--- src/rtl/assert_macros.svh ---
// Assertion macros, included by the top-level RTL file.
`ifndef ASSERT_MACROS_SVH
`define ASSERT_MACROS_SVH

// Clocked property, disabled while reset is asserted.
`define ASSERT_CLK(label, prop, msg) \
    label: assert property (@(posedge clk) disable iff (!rst_n) prop) else $error(msg);

// Expression that must never hold at a clock edge.
`define ASSERT_NEVER(label, expr, msg) \
    `ASSERT_CLK(label, !(expr), msg)

`endif

--- src/rtl/cba_pkg.sv ---
// Package: field widths, codes and default sizes of the block allocator.
`timescale 1ns / 1ps
`default_nettype none

package cba_pkg;

    localparam int CHANNELS_DEF = 4;
    localparam int BLOCKS_DEF   = 16;

    localparam int MODE_W   = 1;
    localparam int COUNT_W  = 5;
    localparam int FCH_W    = 2;
    localparam int FBLK_W   = 4;
    localparam int STATUS_W = 2;
    localparam int ACH_W    = 2;
    localparam int ABLK_W   = 4;

    localparam logic [MODE_W-1:0] MODE_ALLOC = 1'b0;
    localparam logic [MODE_W-1:0] MODE_FREE  = 1'b1;

    localparam logic [STATUS_W-1:0] STATUS_OK          = 2'd0;
    localparam logic [STATUS_W-1:0] STATUS_NO_RESOURCE = 2'd1;
    localparam logic [STATUS_W-1:0] STATUS_NOT_FOUND   = 2'd2;

endpackage

`default_nettype wire

--- src/rtl/cba_rec_ram.sv ---
// Record RAM: run length per channel and start block, registered read.
`timescale 1ns / 1ps
`default_nettype none

module cba_rec_ram
#(
    parameter int DEPTH = 64,
    parameter int AW    = 6,
    parameter int WIDTH = 5
)
(
    input  wire logic             clk,
    input  wire logic             wr_en,
    input  wire logic [AW-1:0]    wr_addr,
    input  wire logic [WIDTH-1:0] wr_data,
    input  wire logic             rd_en,
    input  wire logic [AW-1:0]    rd_addr,
    output logic      [WIDTH-1:0] rd_data
);

    logic [WIDTH-1:0] mem [DEPTH];
    logic [WIDTH-1:0] rd_data_reg;

    always_ff @(posedge clk)
    begin
        if (wr_en)
        begin
            mem[wr_addr] <= wr_data;
        end
        if (rd_en)
        begin
            rd_data_reg <= mem[rd_addr];
        end
    end

    assign rd_data = rd_data_reg;

endmodule

`default_nettype wire

--- src/rtl/cba_map_ram.sv ---
// Block map RAM: per channel the used bits and run start bits, with row valid flops.
`timescale 1ns / 1ps
`default_nettype none

module cba_map_ram
#(
    parameter int CHANNELS = 4,
    parameter int BLOCKS   = 16,
    parameter int CH_W     = 2
)
(
    input  wire logic                  clk,
    input  wire logic                  rst_n,
    input  wire logic                  wr_en,
    input  wire logic [CH_W-1:0]       wr_addr,
    input  wire logic [2*BLOCKS-1:0]   wr_data,
    input  wire logic                  rd_en,
    input  wire logic [CH_W-1:0]       rd_addr,
    output logic      [2*BLOCKS-1:0]   rd_data
);

    logic [2*BLOCKS-1:0] mem [CHANNELS];
    logic [2*BLOCKS-1:0] rd_data_reg;
    logic [CHANNELS-1:0] row_valid_reg;
    logic [CHANNELS-1:0] row_valid_next;
    logic                rd_valid_reg;
    logic                rd_valid_next;

    // unwritten rows read as all blocks free
    always_comb
    begin
        row_valid_next = row_valid_reg;
        rd_valid_next  = rd_valid_reg;
        if (wr_en)
        begin
            row_valid_next[wr_addr] = 1'b1;
        end
        if (rd_en)
        begin
            rd_valid_next = row_valid_reg[rd_addr];
        end
    end

    always_ff @(posedge clk or negedge rst_n)
    begin
        if (!rst_n)
        begin
            row_valid_reg <= '0;
            rd_valid_reg  <= 1'b0;
        end
        else
        begin
            row_valid_reg <= row_valid_next;
            rd_valid_reg  <= rd_valid_next;
        end
    end

    always_ff @(posedge clk)
    begin
        if (wr_en)
        begin
            mem[wr_addr] <= wr_data;
        end
        if (rd_en)
        begin
            rd_data_reg <= mem[rd_addr];
        end
    end

    assign rd_data = rd_valid_reg ? rd_data_reg : '0;

endmodule

`default_nettype wire

--- src/rtl/cba_first_fit.sv ---
// First-fit finder: lowest start in one channel row with count free blocks ahead.
`timescale 1ns / 1ps
`default_nettype none

module cba_first_fit
#(
    parameter int BLOCKS = 16,
    parameter int BLK_W  = 4,
    parameter int CNT_W  = 5
)
(
    input  wire logic [BLOCKS-1:0] used,
    input  wire logic [CNT_W-1:0]  count,
    output logic                   found,
    output logic      [BLK_W-1:0]  start
);

    logic [BLOCKS-1:0] thermo;
    logic [BLOCKS-1:0] fit;

    always_comb
    begin
        for (int i = 0; i < BLOCKS; i++)
        begin
            thermo[i] = (i < int'(count));
        end
        for (int k = 0; k < BLOCKS; k++)
        begin
            fit[k] = !(|(used & (thermo << k))) && ((k + int'(count)) <= BLOCKS);
        end
    end

    always_comb
    begin
        found = 1'b0;
        start = '0;
        for (int k = BLOCKS - 1; k >= 0; k--)
        begin
            if (fit[k])
            begin
                found = 1'b1;
                start = BLK_W'(k);
            end
        end
    end

endmodule

`default_nettype wire

--- src/rtl/contiguous_block_allocator_top.sv ---
// Top level: first-fit contiguous block allocator with sequencer and result register.
//
// Request channel (req_valid/req_ready): one word per request. mode selects
// allocate (block_count blocks) or free (free_channel, free_block).
// Response channel (rsp_valid/rsp_ready): one word per request with status,
// alloc_channel and alloc_block.
// One request is in work at a time; req_ready is high only when idle.
// Allocate: channel rows are read from the map RAM and scanned one at a time,
// from channel 0 up to the first row with a fit (1 to CHANNELS rows scanned).
// A count of zero or above BLOCKS answers with no scan.
// Free: map and record RAM read, then one write back.
// The next request is accepted the cycle after the response is loaded.
// A result waits in the sequencer while the response register is still held
// by a stalled receiver; further requests wait with it.
// Reset clears the row valid flops of the map RAM at once: all blocks free,
// no allocations. No clearing pass; requests are taken right after reset.
`timescale 1ns / 1ps
`default_nettype none

module contiguous_block_allocator_top
#(
    parameter int CHANNELS = cba_pkg::CHANNELS_DEF,
    parameter int BLOCKS   = cba_pkg::BLOCKS_DEF
)
(
    input  wire logic                          clk,
    input  wire logic                          rst_n,
    input  wire logic                          req_valid,
    output logic                               req_ready,
    input  wire logic [cba_pkg::MODE_W-1:0]    mode,
    input  wire logic [cba_pkg::COUNT_W-1:0]   block_count,
    input  wire logic [cba_pkg::FCH_W-1:0]     free_channel,
    input  wire logic [cba_pkg::FBLK_W-1:0]    free_block,
    output logic                               rsp_valid,
    input  wire logic                          rsp_ready,
    output logic      [cba_pkg::STATUS_W-1:0]  status,
    output logic      [cba_pkg::ACH_W-1:0]     alloc_channel,
    output logic      [cba_pkg::ABLK_W-1:0]    alloc_block
);

    import cba_pkg::*;

    `include "assert_macros.svh"

    localparam int CH_W      = (CHANNELS > 1) ? $clog2(CHANNELS) : 1;
    localparam int BLK_W     = $clog2(BLOCKS);
    localparam int CNT_W     = $clog2(BLOCKS + 1);
    localparam int REC_AW    = CH_W + BLK_W;
    localparam int REC_DEPTH = CHANNELS << BLK_W;

    localparam logic [1:0] ST_IDLE = 2'd0;
    localparam logic [1:0] ST_SCAN = 2'd1;
    localparam logic [1:0] ST_FREE = 2'd2;
    localparam logic [1:0] ST_DONE = 2'd3;

    function automatic logic [BLOCKS-1:0] run_mask(input logic [BLK_W-1:0] s,
                                                   input logic [CNT_W-1:0] c);
        logic [BLOCKS-1:0] m;
        for (int i = 0; i < BLOCKS; i++)
        begin
            m[i] = (i >= int'(s)) && (i < (int'(s) + int'(c)));
        end
        return m;
    endfunction

    logic [1:0]          state_reg, state_next;
    logic [CH_W-1:0]     ch_reg, ch_next;
    logic [BLK_W-1:0]    blk_reg, blk_next;
    logic [CNT_W-1:0]    cnt_reg, cnt_next;
    logic [STATUS_W-1:0] res_status_reg, res_status_next;
    logic [ACH_W-1:0]    res_ch_reg, res_ch_next;
    logic [ABLK_W-1:0]   res_blk_reg, res_blk_next;
    logic                rsp_valid_reg, rsp_valid_next;
    logic [STATUS_W-1:0] rsp_status_reg;
    logic [ACH_W-1:0]    rsp_ch_reg;
    logic [ABLK_W-1:0]   rsp_blk_reg;
    logic                rsp_load;

    logic                map_rd_en;
    logic [CH_W-1:0]     map_rd_addr;
    logic [2*BLOCKS-1:0] map_rd_data;
    logic                map_wr_en;
    logic [CH_W-1:0]     map_wr_addr;
    logic [2*BLOCKS-1:0] map_wr_data;
    logic                rec_rd_en;
    logic [REC_AW-1:0]   rec_rd_addr;
    logic [CNT_W-1:0]    rec_rd_data;
    logic                rec_wr_en;
    logic [REC_AW-1:0]   rec_wr_addr;
    logic [CNT_W-1:0]    rec_wr_data;

    logic [BLOCKS-1:0]   row_used;
    logic [BLOCKS-1:0]   row_starts;
    logic                fit_found;
    logic [BLK_W-1:0]    fit_start;

    assign row_used   = map_rd_data[BLOCKS-1:0];
    assign row_starts = map_rd_data[2*BLOCKS-1:BLOCKS];

    cba_map_ram #(
        .CHANNELS (CHANNELS),
        .BLOCKS   (BLOCKS),
        .CH_W     (CH_W)
    ) u_map_ram (
        .clk     (clk),
        .rst_n   (rst_n),
        .wr_en   (map_wr_en),
        .wr_addr (map_wr_addr),
        .wr_data (map_wr_data),
        .rd_en   (map_rd_en),
        .rd_addr (map_rd_addr),
        .rd_data (map_rd_data)
    );

    cba_rec_ram #(
        .DEPTH (REC_DEPTH),
        .AW    (REC_AW),
        .WIDTH (CNT_W)
    ) u_rec_ram (
        .clk     (clk),
        .wr_en   (rec_wr_en),
        .wr_addr (rec_wr_addr),
        .wr_data (rec_wr_data),
        .rd_en   (rec_rd_en),
        .rd_addr (rec_rd_addr),
        .rd_data (rec_rd_data)
    );

    cba_first_fit #(
        .BLOCKS (BLOCKS),
        .BLK_W  (BLK_W),
        .CNT_W  (CNT_W)
    ) u_first_fit (
        .used  (row_used),
        .count (cnt_reg),
        .found (fit_found),
        .start (fit_start)
    );

    assign req_ready = (state_reg == ST_IDLE);

    always_comb
    begin
        state_next      = state_reg;
        ch_next         = ch_reg;
        blk_next        = blk_reg;
        cnt_next        = cnt_reg;
        res_status_next = res_status_reg;
        res_ch_next     = res_ch_reg;
        res_blk_next    = res_blk_reg;
        rsp_load        = 1'b0;
        map_rd_en       = 1'b0;
        map_rd_addr     = ch_reg;
        map_wr_en       = 1'b0;
        map_wr_addr     = ch_reg;
        map_wr_data     = map_rd_data;
        rec_rd_en       = 1'b0;
        rec_rd_addr     = {ch_reg, blk_reg};
        rec_wr_en       = 1'b0;
        rec_wr_addr     = {ch_reg, fit_start};
        rec_wr_data     = cnt_reg;

        unique case (state_reg)
            ST_IDLE:
            begin
                if (req_valid)
                begin
                    res_ch_next  = '0;
                    res_blk_next = '0;
                    if (mode == MODE_FREE)
                    begin
                        if ((int'(free_channel) < CHANNELS) && (int'(free_block) < BLOCKS))
                        begin
                            ch_next     = CH_W'(free_channel);
                            blk_next    = BLK_W'(free_block);
                            map_rd_en   = 1'b1;
                            map_rd_addr = CH_W'(free_channel);
                            rec_rd_en   = 1'b1;
                            rec_rd_addr = {CH_W'(free_channel), BLK_W'(free_block)};
                            state_next  = ST_FREE;
                        end
                        else
                        begin
                            res_status_next = STATUS_NOT_FOUND;
                            state_next      = ST_DONE;
                        end
                    end
                    else
                    begin
                        if ((block_count == '0) || (int'(block_count) > BLOCKS))
                        begin
                            res_status_next = STATUS_NO_RESOURCE;
                            state_next      = ST_DONE;
                        end
                        else
                        begin
                            cnt_next    = CNT_W'(block_count);
                            ch_next     = '0;
                            map_rd_en   = 1'b1;
                            map_rd_addr = '0;
                            state_next  = ST_SCAN;
                        end
                    end
                end
            end
            ST_SCAN:
            begin
                if (fit_found)
                begin
                    map_wr_en       = 1'b1;
                    map_wr_data     = {row_starts | (BLOCKS'(1) << fit_start),
                                       row_used | run_mask(fit_start, cnt_reg)};
                    rec_wr_en       = 1'b1;
                    res_status_next = STATUS_OK;
                    res_ch_next     = ACH_W'(ch_reg);
                    res_blk_next    = ABLK_W'(fit_start);
                    state_next      = ST_DONE;
                end
                else if (int'(ch_reg) == (CHANNELS - 1))
                begin
                    res_status_next = STATUS_NO_RESOURCE;
                    state_next      = ST_DONE;
                end
                else
                begin
                    ch_next     = ch_reg + 1'b1;
                    map_rd_en   = 1'b1;
                    map_rd_addr = ch_reg + 1'b1;
                end
            end
            ST_FREE:
            begin
                if (row_starts[blk_reg])
                begin
                    map_wr_en       = 1'b1;
                    map_wr_data     = {row_starts & ~(BLOCKS'(1) << blk_reg),
                                       row_used & ~run_mask(blk_reg, rec_rd_data)};
                    res_status_next = STATUS_OK;
                end
                else
                begin
                    res_status_next = STATUS_NOT_FOUND;
                end
                state_next = ST_DONE;
            end
            ST_DONE:
            begin
                if (!rsp_valid_reg || rsp_ready)
                begin
                    rsp_load   = 1'b1;
                    state_next = ST_IDLE;
                end
            end
        endcase
    end

    always_comb
    begin
        rsp_valid_next = rsp_valid_reg;
        if (rsp_load)
        begin
            rsp_valid_next = 1'b1;
        end
        else if (rsp_ready)
        begin
            rsp_valid_next = 1'b0;
        end
    end

    always_ff @(posedge clk or negedge rst_n)
    begin
        if (!rst_n)
        begin
            state_reg     <= ST_IDLE;
            rsp_valid_reg <= 1'b0;
        end
        else
        begin
            state_reg     <= state_next;
            rsp_valid_reg <= rsp_valid_next;
        end
    end

    always_ff @(posedge clk)
    begin
        ch_reg         <= ch_next;
        blk_reg        <= blk_next;
        cnt_reg        <= cnt_next;
        res_status_reg <= res_status_next;
        res_ch_reg     <= res_ch_next;
        res_blk_reg    <= res_blk_next;
        if (rsp_load)
        begin
            rsp_status_reg <= res_status_reg;
            rsp_ch_reg     <= res_ch_reg;
            rsp_blk_reg    <= res_blk_reg;
        end
    end

    assign rsp_valid     = rsp_valid_reg;
    assign status        = rsp_status_reg;
    assign alloc_channel = rsp_ch_reg;
    assign alloc_block   = rsp_blk_reg;

    `ASSERT_CLK(a_map_wr_state,
        map_wr_en |-> (state_reg == ST_SCAN || state_reg == ST_FREE),
        "map write outside scan or free")
    `ASSERT_CLK(a_rsp_from_done,
        $rose(rsp_valid_reg) |-> ($past(state_reg) == ST_DONE),
        "response not loaded from done")
    `ASSERT_CLK(a_run_in_range,
        (state_reg == ST_SCAN && fit_found) |-> ((int'(fit_start) + int'(cnt_reg)) <= BLOCKS),
        "granted run crosses channel end")
    `ASSERT_NEVER(a_scan_channel,
        (state_reg == ST_SCAN) && (int'(ch_reg) >= CHANNELS),
        "scan past last channel")

endmodule

`default_nettype wire

--- config.mk ---
export PLATFORM = sky130hd
export DESIGN_NAME = contiguous_block_allocator_top
export DESIGN_NICKNAME = d
export VERILOG_FILES = /design/src/rtl/cba_pkg.sv /design/src/rtl/cba_rec_ram.sv /design/src/rtl/cba_map_ram.sv /design/src/rtl/cba_first_fit.sv /design/src/rtl/contiguous_block_allocator_top.sv
export VERILOG_INCLUDE_DIRS = /design/src /design/src/rtl
export SDC_FILE = /design/constraint.sdc
export NUM_CORES = 1
export LEC_CHECK = 0
export ABC_AREA = 1
export BUFFER_PORTS_ARGS = -buffer_cell sky130_fd_sc_hd__buf_2
export CELL_PAD_IN_SITES_DETAIL_PLACEMENT = 0
export CELL_PAD_IN_SITES_GLOBAL_PLACEMENT = 1
export CORE_MARGIN = 1
export CORE_UTILIZATION = 55
export CTS_BUF_LIST = sky130_fd_sc_hd__clkbuf_16
export CTS_CLUSTER_SIZE = 30
export DETAILED_ROUTE_END_ITERATION = 10
export PLACE_DENSITY = 0.92
export SYNTH_ARGS = -nofsm -noshare
export SYNTH_HDL_FRONTEND = slang
export SYNTH_SLANG_ARGS = --single-unit
export TNS_END_PERCENT = 100
--- constraint.sdc ---
create_clock -name clk -period 14.92 [get_ports clk]
set_clock_uncertainty 0.2 [all_clocks]
set_input_delay 1.492 -clock clk [delete_from_list [all_inputs] [get_ports clk]]
set_output_delay 1.492 -clock clk [all_outputs]
set_load 0.005 [all_outputs]
Word-level counts from Yosys, hierarchy flattened. Memory sizes are Yosys's and may differ from the RTL's. A register that Yosys moved wholly into a read port is not among the register bits. Cells that the tools add are included.

Magnitude comparators: 99. $mul: 0. Eq/ne operators: 10. Bitwise logic cells: 25. Mux-type cells: 92. Divide/modulo/power cells: 0. Shift-type cells: 2. Add/subtract/negate cells: 18. Reductions and logical operators: 92.

Operators with widths (number): 32-bit by 6-bit less-or-equal comparator with 1-bit output (second input constant) (15); 5-bit by 32-bit less-than comparator with 1-bit output (first input constant) (14); 16-bit AND (18); 4-bit by 32-bit less-than comparator with 1-bit output (first input constant) (8); 16-bit OR reduction (16); 3-bit by 32-bit less-than comparator with 1-bit output (first input constant) (4); 32-bit two-way mux (3); 4-bit two-way mux (18); 1-bit by 32-bit less-than comparator with 1-bit output (first input constant) (2); 2-bit by 32-bit less-than comparator with 1-bit output (first input constant) (2); 32-bit one-hot mux with 2 select lines (1); 4-bit >= comparator (first input constant) (14); 4-bit by 5-bit adder with 6-bit output (first input constant) (8); 1-bit logical AND (47); 4-bit by 5-bit less-than comparator with 1-bit output (first input constant) (8); 1-bit two-way mux (38); 2-bit two-way mux (19); 3-bit by 4-bit >= comparator with 1-bit output (first input constant) (8); 16-bit NOT (2); 16-bit OR (2); 1-bit by 4-bit left shift with 16-bit output (first input constant) (2); 3-bit by 5-bit adder with 6-bit output (first input constant) (4); 3-bit by 5-bit less-than comparator with 1-bit output (first input constant) (4); 6-bit two-way mux (3); other kinds (38) (78).

Bits in latches: 0. Register bits: 35. Word-level logic and storage cells: 353. Output and inout port bits: 10. Memory bits (read-only): 0. Bits in writable memories: 448. Memories: 2. Input port bits: 16.

Memory list: u_rec_ram.mem (depth 64, width 5, rd ports 1, clocked after Yosys merged registers in 1, write ports 1, line cba_rec_ram.sv:21) `logic [WIDTH-1:0] mem [DEPTH];`; u_map_ram.mem (depth 4, width 32, rd ports 1, clocked after Yosys merged registers in 1, write ports 1, line cba_map_ram.sv:22) `logic [2*BLOCKS-1:0] mem [CHANNELS];`.

Longest topological paths before layout.
Depth in word-level cells: 27. Gate-level depth with buffers: 37. Mapped depth without buffers: 35.

Modules after synthesis. Synthesis repeated with hierarchy kept, for this count alone.

Cells, all modules: 2406. Area total of the unflattened synthesis: 24459.7 µm².

Modules (own cells, without submodules): cba_rec_ram (cells an instance 1163, times used 1, sequential area each 9759.4 µm², area each 13439.1 µm²); cba_map_ram (cells an instance 442, times used 1, sequential area each 4929.7 µm², area each 6216.0 µm²); contiguous_block_allocator_top (cells an instance 566, times used 1, sequential area each 865.8 µm², area each 3494.6 µm²); cba_first_fit (cells an instance 235, times used 1, sequential area each 0.0 µm², area each 1310.0 µm²).

Worst setup path after synthesis. OpenSTA, ideal clock, no wires.

Path kind: register to register. Start point: reg cnt_reg[2]. End point: mem u_map_ram.mem[0][0] (netlist name) (enable). Cell stages (with the launch flop): 17. Setup time: 0.421 ns. Clock period less this slack: 4.693 ns. Buffers on the path: 2. Arrival time: 4.072 ns. Path slack: 10.227 ns. Data required time: 14.299 ns. Cell sequence: edfxtp_1 -> buf_4 -> nor2_1 -> nand3_2 -> buf_6 -> nand2_1 -> o21ai_0 -> nor2_1 -> nand2_1 -> nor2_1 -> nor2_1 -> and2_4 -> nand3_1 -> nand2_1 -> inv_1 -> a31oi_1 -> nor2_1.

Word-level cells in the longest chain between the ends: 25. Elaborated cells between the ends (all ways): 131. Classes of those cells: 15 x add/sub; 32 x order compare; 20 x mux; 16 x bitwise; 48 x reduce/logical.

Ends and longest elaborated chain: from (decl) (line contiguous_block_allocator_top.sv:69) `logic [CNT_W-1:0] cnt_reg, cnt_next;`; from (signal assigned) (line contiguous_block_allocator_top.sv:288) `cnt_reg <= cnt_next;`; branches (longest 20 deep; another with 32-bit by 6-bit less-or-equal comparator with 1-bit output); 1-bit two-way mux (*) (line cba_first_fit.sv:39) `if (fit[k])`; 1-bit two-way mux (*) (line contiguous_block_allocator_top.sv:208) `if (fit_found)`; 1-bit one-hot mux with 2 select lines (*) (line contiguous_block_allocator_top.sv:163) `unique case (state_reg)`; 1-bit two-way mux (*) (line cba_map_ram.sv:60) `if (wr_en)`; 1-bit two-way mux (implied by the code) (*) (line cba_map_ram.sv:62) `mem[wr_addr] <= wr_data;`; to (decl) (line cba_map_ram.sv:22).

Mark *: on every way between the ends.

Final worst setup path.
Start point: reg cnt_reg[1]. End point: reg u_map_ram.rd_data_reg[4] (read register of u_map_ram.mem) (data pin).

Word-level cells in the longest chain between the ends: 23. Elaborated cells between the ends (all ways): 131. Classes of those cells: 15 x add/sub; 32 x order compare; 20 x mux; 16 x bitwise; 48 x reduce/logical.

Ends and longest elaborated chain: branches (longest 20 deep; another with 32-bit by 6-bit less-or-equal comparator with 1-bit output); 1-bit two-way mux (*) (line cba_first_fit.sv:39); 2-bit two-way mux or 1-bit two-way mux (tied branches); 2-bit one-hot mux with 2 select lines or 1-bit one-hot mux with 2 select lines (tied branches) (line contiguous_block_allocator_top.sv:163); to (decl) (line cba_map_ram.sv:23) `logic [2*BLOCKS-1:0] rd_data_reg;`.

Marked as above. A chain may end at the register's enable or synchronous reset.

==> insert_results.sql <==
INSERT INTO impl_metrics (metric_group, metric, value, unit) VALUES
('global_route', 'groute.usage.overall', '29.56', '%'),
('place', 'port_buffers', '25', ''),
('yosys', 'syn-num-nets', '2258', ''),
('place', 'globalplace.congestion', '1.000', ''),
('route', 'number_of_detailed_routing_iterations_run_before_antenna_repair', '6', ''),
('route', 'drt-total-wl', '64890', 'µm'),
('global_route', 'wire_length_of_the_first_global_routing_pass', '97670', 'µm'),
('global_route', 'antenna_violations_before_repair', '2', ''),
('clock_network', 'clock_path_buffers', '3', ''),
('yosys', 'synthesis.yosys.warnings', '0', ''),
('yosys', 'post_synth_instance_area', '0.02374', 'mm²'),
('cells_and_area', 'sequential_cell_area', '0.01555', 'mm²'),
('yosys', 'asr_flop_ratio_synth', '1.538', '%'),
('floorplanning', 'top_level_ports', '26', ''),
('yosys', 'synthDominantAreaCellType', 'sky130_fd_sc_hd__edfxtp_1', ''),
('sta', 'final.setup.worst_slack', '9.695', 'ns'),
('clock_network', 'cts_htree_levels', '2', ''),
('sta', 'setup_violations', '0', ''),
('yosys', 'synth_area_per_cell', '10.65', 'µm²'),
('cells_and_area', 'multi_input_gate_area_in_the_final_layout', '0.007034', 'mm²'),
('floorplanning', 'die_x', '209.8', 'µm'),
('outcome', 'status', 'completed', ''),
('worst_setup_path', 'critical_path.cell_chain', 'nor2_1, nand2_1, inv_2, nor2_1, nor2_1, nand2_1, nand4_1, nor2_1, nand4_2, o21bai_1, nand2_2, nand2_4, buf_4, inv_2, nor2_1, o21ai_0', ''),
('job', 'max_cap_violations', '0', ''),
('worst_setup_path', 'critPathRequiredTime', '15.04', 'ns'),
('worst_hold_path', 'hold_path.class', 'reg2reg', ''),
('power_and_ir_drop', 'pwr_density_cell', '216.9', 'mW/mm²'),
('global_route', 'first_global_vias', '16510', ''),
('sta', 'min_clock_period_post_route', '5.225', 'ns'),
('sta', 'setup-tns-final', '0', 'ns'),
('route', 'via_to_cell_ratio', '6.280', ''),
('yosys', 'synth_sequential_area_ratio', '65.53', '%'),
('place', 'dp_slack', '9.377', 'ns'),
('power_and_ir_drop', 'vdd.ir_drop.worst', '0.1751', 'mV'),
('sta', 'maxClockFrequency', '191.4', 'MHz'),
('clock_network', 'cts_tree', 'built', ''),
('yosys', 'netlist_instances', '2229', ''),
('yosys', 'synth_edf_count', '510', ''),
('cells_and_area', 'flow.area_growth_from_synthesis', '8.860', '%'),
('sta', 'fin_crit_sh', '35.02', '%'),
('worst_setup_path', 'r2r_slack', '9.69', 'ns'),
('yosys', 'ys.flop_type', 'sky130_fd_sc_hd__edfxtp_1', ''),
('cells_and_area', 'finalNetCount', '2249', ''),
('route', 'wl_per_cell', '23.20', 'µm'),
('worst_setup_path', 'worst-setup-path-type', 'reg2reg', ''),
('place', 'hpwl', '41610', 'µm'),
('global_route', 'pin_count_of_the_biggest_net_entering_global_routing', '101', ''),
('floorplanning', 'die-height', '209.8', 'µm'),
('floorplanning', 'fp.dieArea', '0.04400', 'mm²'),
('clock_network', 'number_of_buffers_inserted_during_clock_tree_synthesis', '50', ''),
('yosys', 'synthTopCellsByArea', 'sky130_fd_sc_hd__edfxtp_1, sky130_fd_sc_hd__nand2_1, sky130_fd_sc_hd__nor2_1', ''),
('cells_and_area', 'final_layout_size_suffix_gt1_share', '7.982', '%'),
('worst_setup_path', 'worstSetupEndpointType', 'register', ''),
('clock_network', 'cts_post_setup_buffers_inserted', '0', ''),
('worst_setup_path', 'critical_path.slowest_cell', 'sky130_fd_sc_hd__edfxtp_1', ''),
('yosys', 'synth.ff_latch_count', '520', ''),
('yosys', 'synthDistinctLibCells', '55', ''),
('clock_network', 'cts_sinks', '520', ''),
('worst_setup_path', 'start_kind', 'register', ''),
('worst_setup_path', 'crit_arrival', '5.35', 'ns'),
('worst_setup_path', 'path_common_cell', 'sky130_fd_sc_hd__nor2_1', ''),
('cells_and_area', 'largest_reg_flops', '320', ''),
('cells_and_area', 'final.fill_count', '3319', ''),
('floorplanning', 'rows', '75', ''),
('cells_and_area', 'post-route-util', '61.19', '%'),
('clock_network', 'cts.clk_slew.worst_paths', '0.06', 'ns'),
('worst_setup_path', 'critical_path.max_fanout', '79', ''),
('floorplanning', 'floorplan.core_area', '0.04223', 'mm²'),
('sta', 'final_max_slew_viol_count', '0', ''),
('clock_network', 'worst_skew_pair.late_latency', '0.62', 'ns'),
('sta', 'timing.final.hold_violations', '0', '');
-- worst max-delay path: cells and delay by family (launching register included) --
family | cells | cell delay (ns)
AO/OA/AOI/OAI | 2 | 0.35
buffers and inverters | 3 | 1.26
flip-flops | 1 | 0.82
AND/OR/NAND/NOR | 11 | 2.21
-- through the flow --
| stage | cells | hold WS (ns) | area (µm²) | power [mW] |
|---|---|---|---|---|
| floorplan | 2229 | 0.2003 | 23740 | 3.587 |
| global placement | 2707 | 0.2022 | 24240 | 4.282 |
| detailed placement | 2707 | 0.2052 | 24240 | 4.321 |
| CTS | 2794 | 0.2063 | 25830 | 5.551 |
| global route | 2794 | 0.2107 | 25830 | 5.874 |
| finish | 2797 | 0.2121 | 25840 | 5.604 |
-- cell families after synthesis --
| kind of cell | count (synthesis) | share of synthesized area (%) |
|---|---|---|
| flip-flops | 520 | 65.53 |
| buffers and inverters | 288 | 5.060 |
| AND/OR/NAND/NOR | 865 | 15.02 |
| XOR/XNOR | 4 | 0.1793 |
| adder cells (fa/ha/maj) | 13 | 0.7168 |
| AO/OA/AOI/OAI | 539 | 13.49 |
-- path summary, 6_finish.rpt --
path | to | startpoint | cells after the start
min in group asynchronous | state_reg[1] | rst_n | 1
min | alloc_block[0] | res_blk_reg[0] | 0
max reg2reg | u_map_ram.rd_data_reg[4] | cnt_reg[1] | 16
max in group asynchronous | rsp_valid | rst_n | 1
min reg2reg | alloc_block[0] | res_blk_reg[0] | 0
max | u_map_ram.rd_data_reg[4] | cnt_reg[1] | 16
-- report_power, final --
| part | switching (mW) | leakage [nW] | total (mW) | internal, mW |
|---|---|---|---|---|
| Clock | 0.545 | 0.805 | 1.24 | 0.697 |
| Combinational | 1.77 | 3.65 | 2.36 | 0.580 |
| Sequential | 0.0670 | 4.74 | 2.01 | 1.94 |
-- layout by cell type (no fill, tap or decap), drive strengths merged, types with 2 or more instances in the layout --
cell type,synthesis,layout
edfxtp,510,510
nand2,383,383
nor2,362,362
o21ai,291,291
inv,175,187
nand3,85,85
o211ai,76,76
a21oi,51,51
o22ai,50,50
clkbuf,61,50
buf,48,48
o221ai,40,40
clkinv,4,22
nand4,13,13
ha,12,12
nor3,12,12
o21bai,8,8
dfrtp,8,8
a31oi,7,7
bufinv,0,5
o31ai,4,4
diode,0,3
nand3b,3,3
or2,3,3
a22oi,3,3
xnor2,2,2
a211oi,2,2
a221oi,2,2
a311oi,2,2
dfxtp,2,2
clkinvlp,0,2
and2,2,2
xor2,2,2
-- synthesized netlist by cell type, types with 6 or more instances --
cell	n
sky130_fd_sc_hd__a21oi_1	50
sky130_fd_sc_hd__nand3_1	78
sky130_fd_sc_hd__nand2_2	15
sky130_fd_sc_hd__buf_4	7
sky130_fd_sc_hd__nor3_1	10
sky130_fd_sc_hd__ha_1	12
sky130_fd_sc_hd__dfrtp_1	8
sky130_fd_sc_hd__o21ai_1	39
sky130_fd_sc_hd__o21ai_0	250
sky130_fd_sc_hd__inv_1	158
sky130_fd_sc_hd__a31oi_1	7
sky130_fd_sc_hd__o21bai_1	8
sky130_fd_sc_hd__buf_2	33
sky130_fd_sc_hd__o221ai_1	40
sky130_fd_sc_hd__nand3_2	6
sky130_fd_sc_hd__nor2_1	358
sky130_fd_sc_hd__o211ai_1	76
sky130_fd_sc_hd__inv_2	17
sky130_fd_sc_hd__clkbuf_1	61
sky130_fd_sc_hd__o22ai_1	50
sky130_fd_sc_hd__nand2_1	366
sky130_fd_sc_hd__buf_6	7
sky130_fd_sc_hd__nand4_1	12
sky130_fd_sc_hd__edfxtp_1	510
-- final cells by class --
class,count,area share [%]
Multi-Input combinational cell,1421,27.22
Inverter,179,2.610
Clock buffer,50,4.842
Tap cell,539,2.610
Timing Repair Buffer,48,1.152
Clock inverter,37,1.341
Antenna cell,3,0.02905
Sequential cell,520,60.19
-- layer usage --
| metal | track usage (%) | vias up | wire (µm) |
|---|---|---|---|
| met5 | 0 | - | 18 |
| met4 | 14.35 | 2 | 2983 |
| met3 | 5.073 | 186 | 6122 |
| met2 | 45.23 | 996 | 29310 |
| met1 | 41.30 | 8488 | 26450 |
| li1 | - | 7894 | - |
Power figures use the tool's default switching activity.
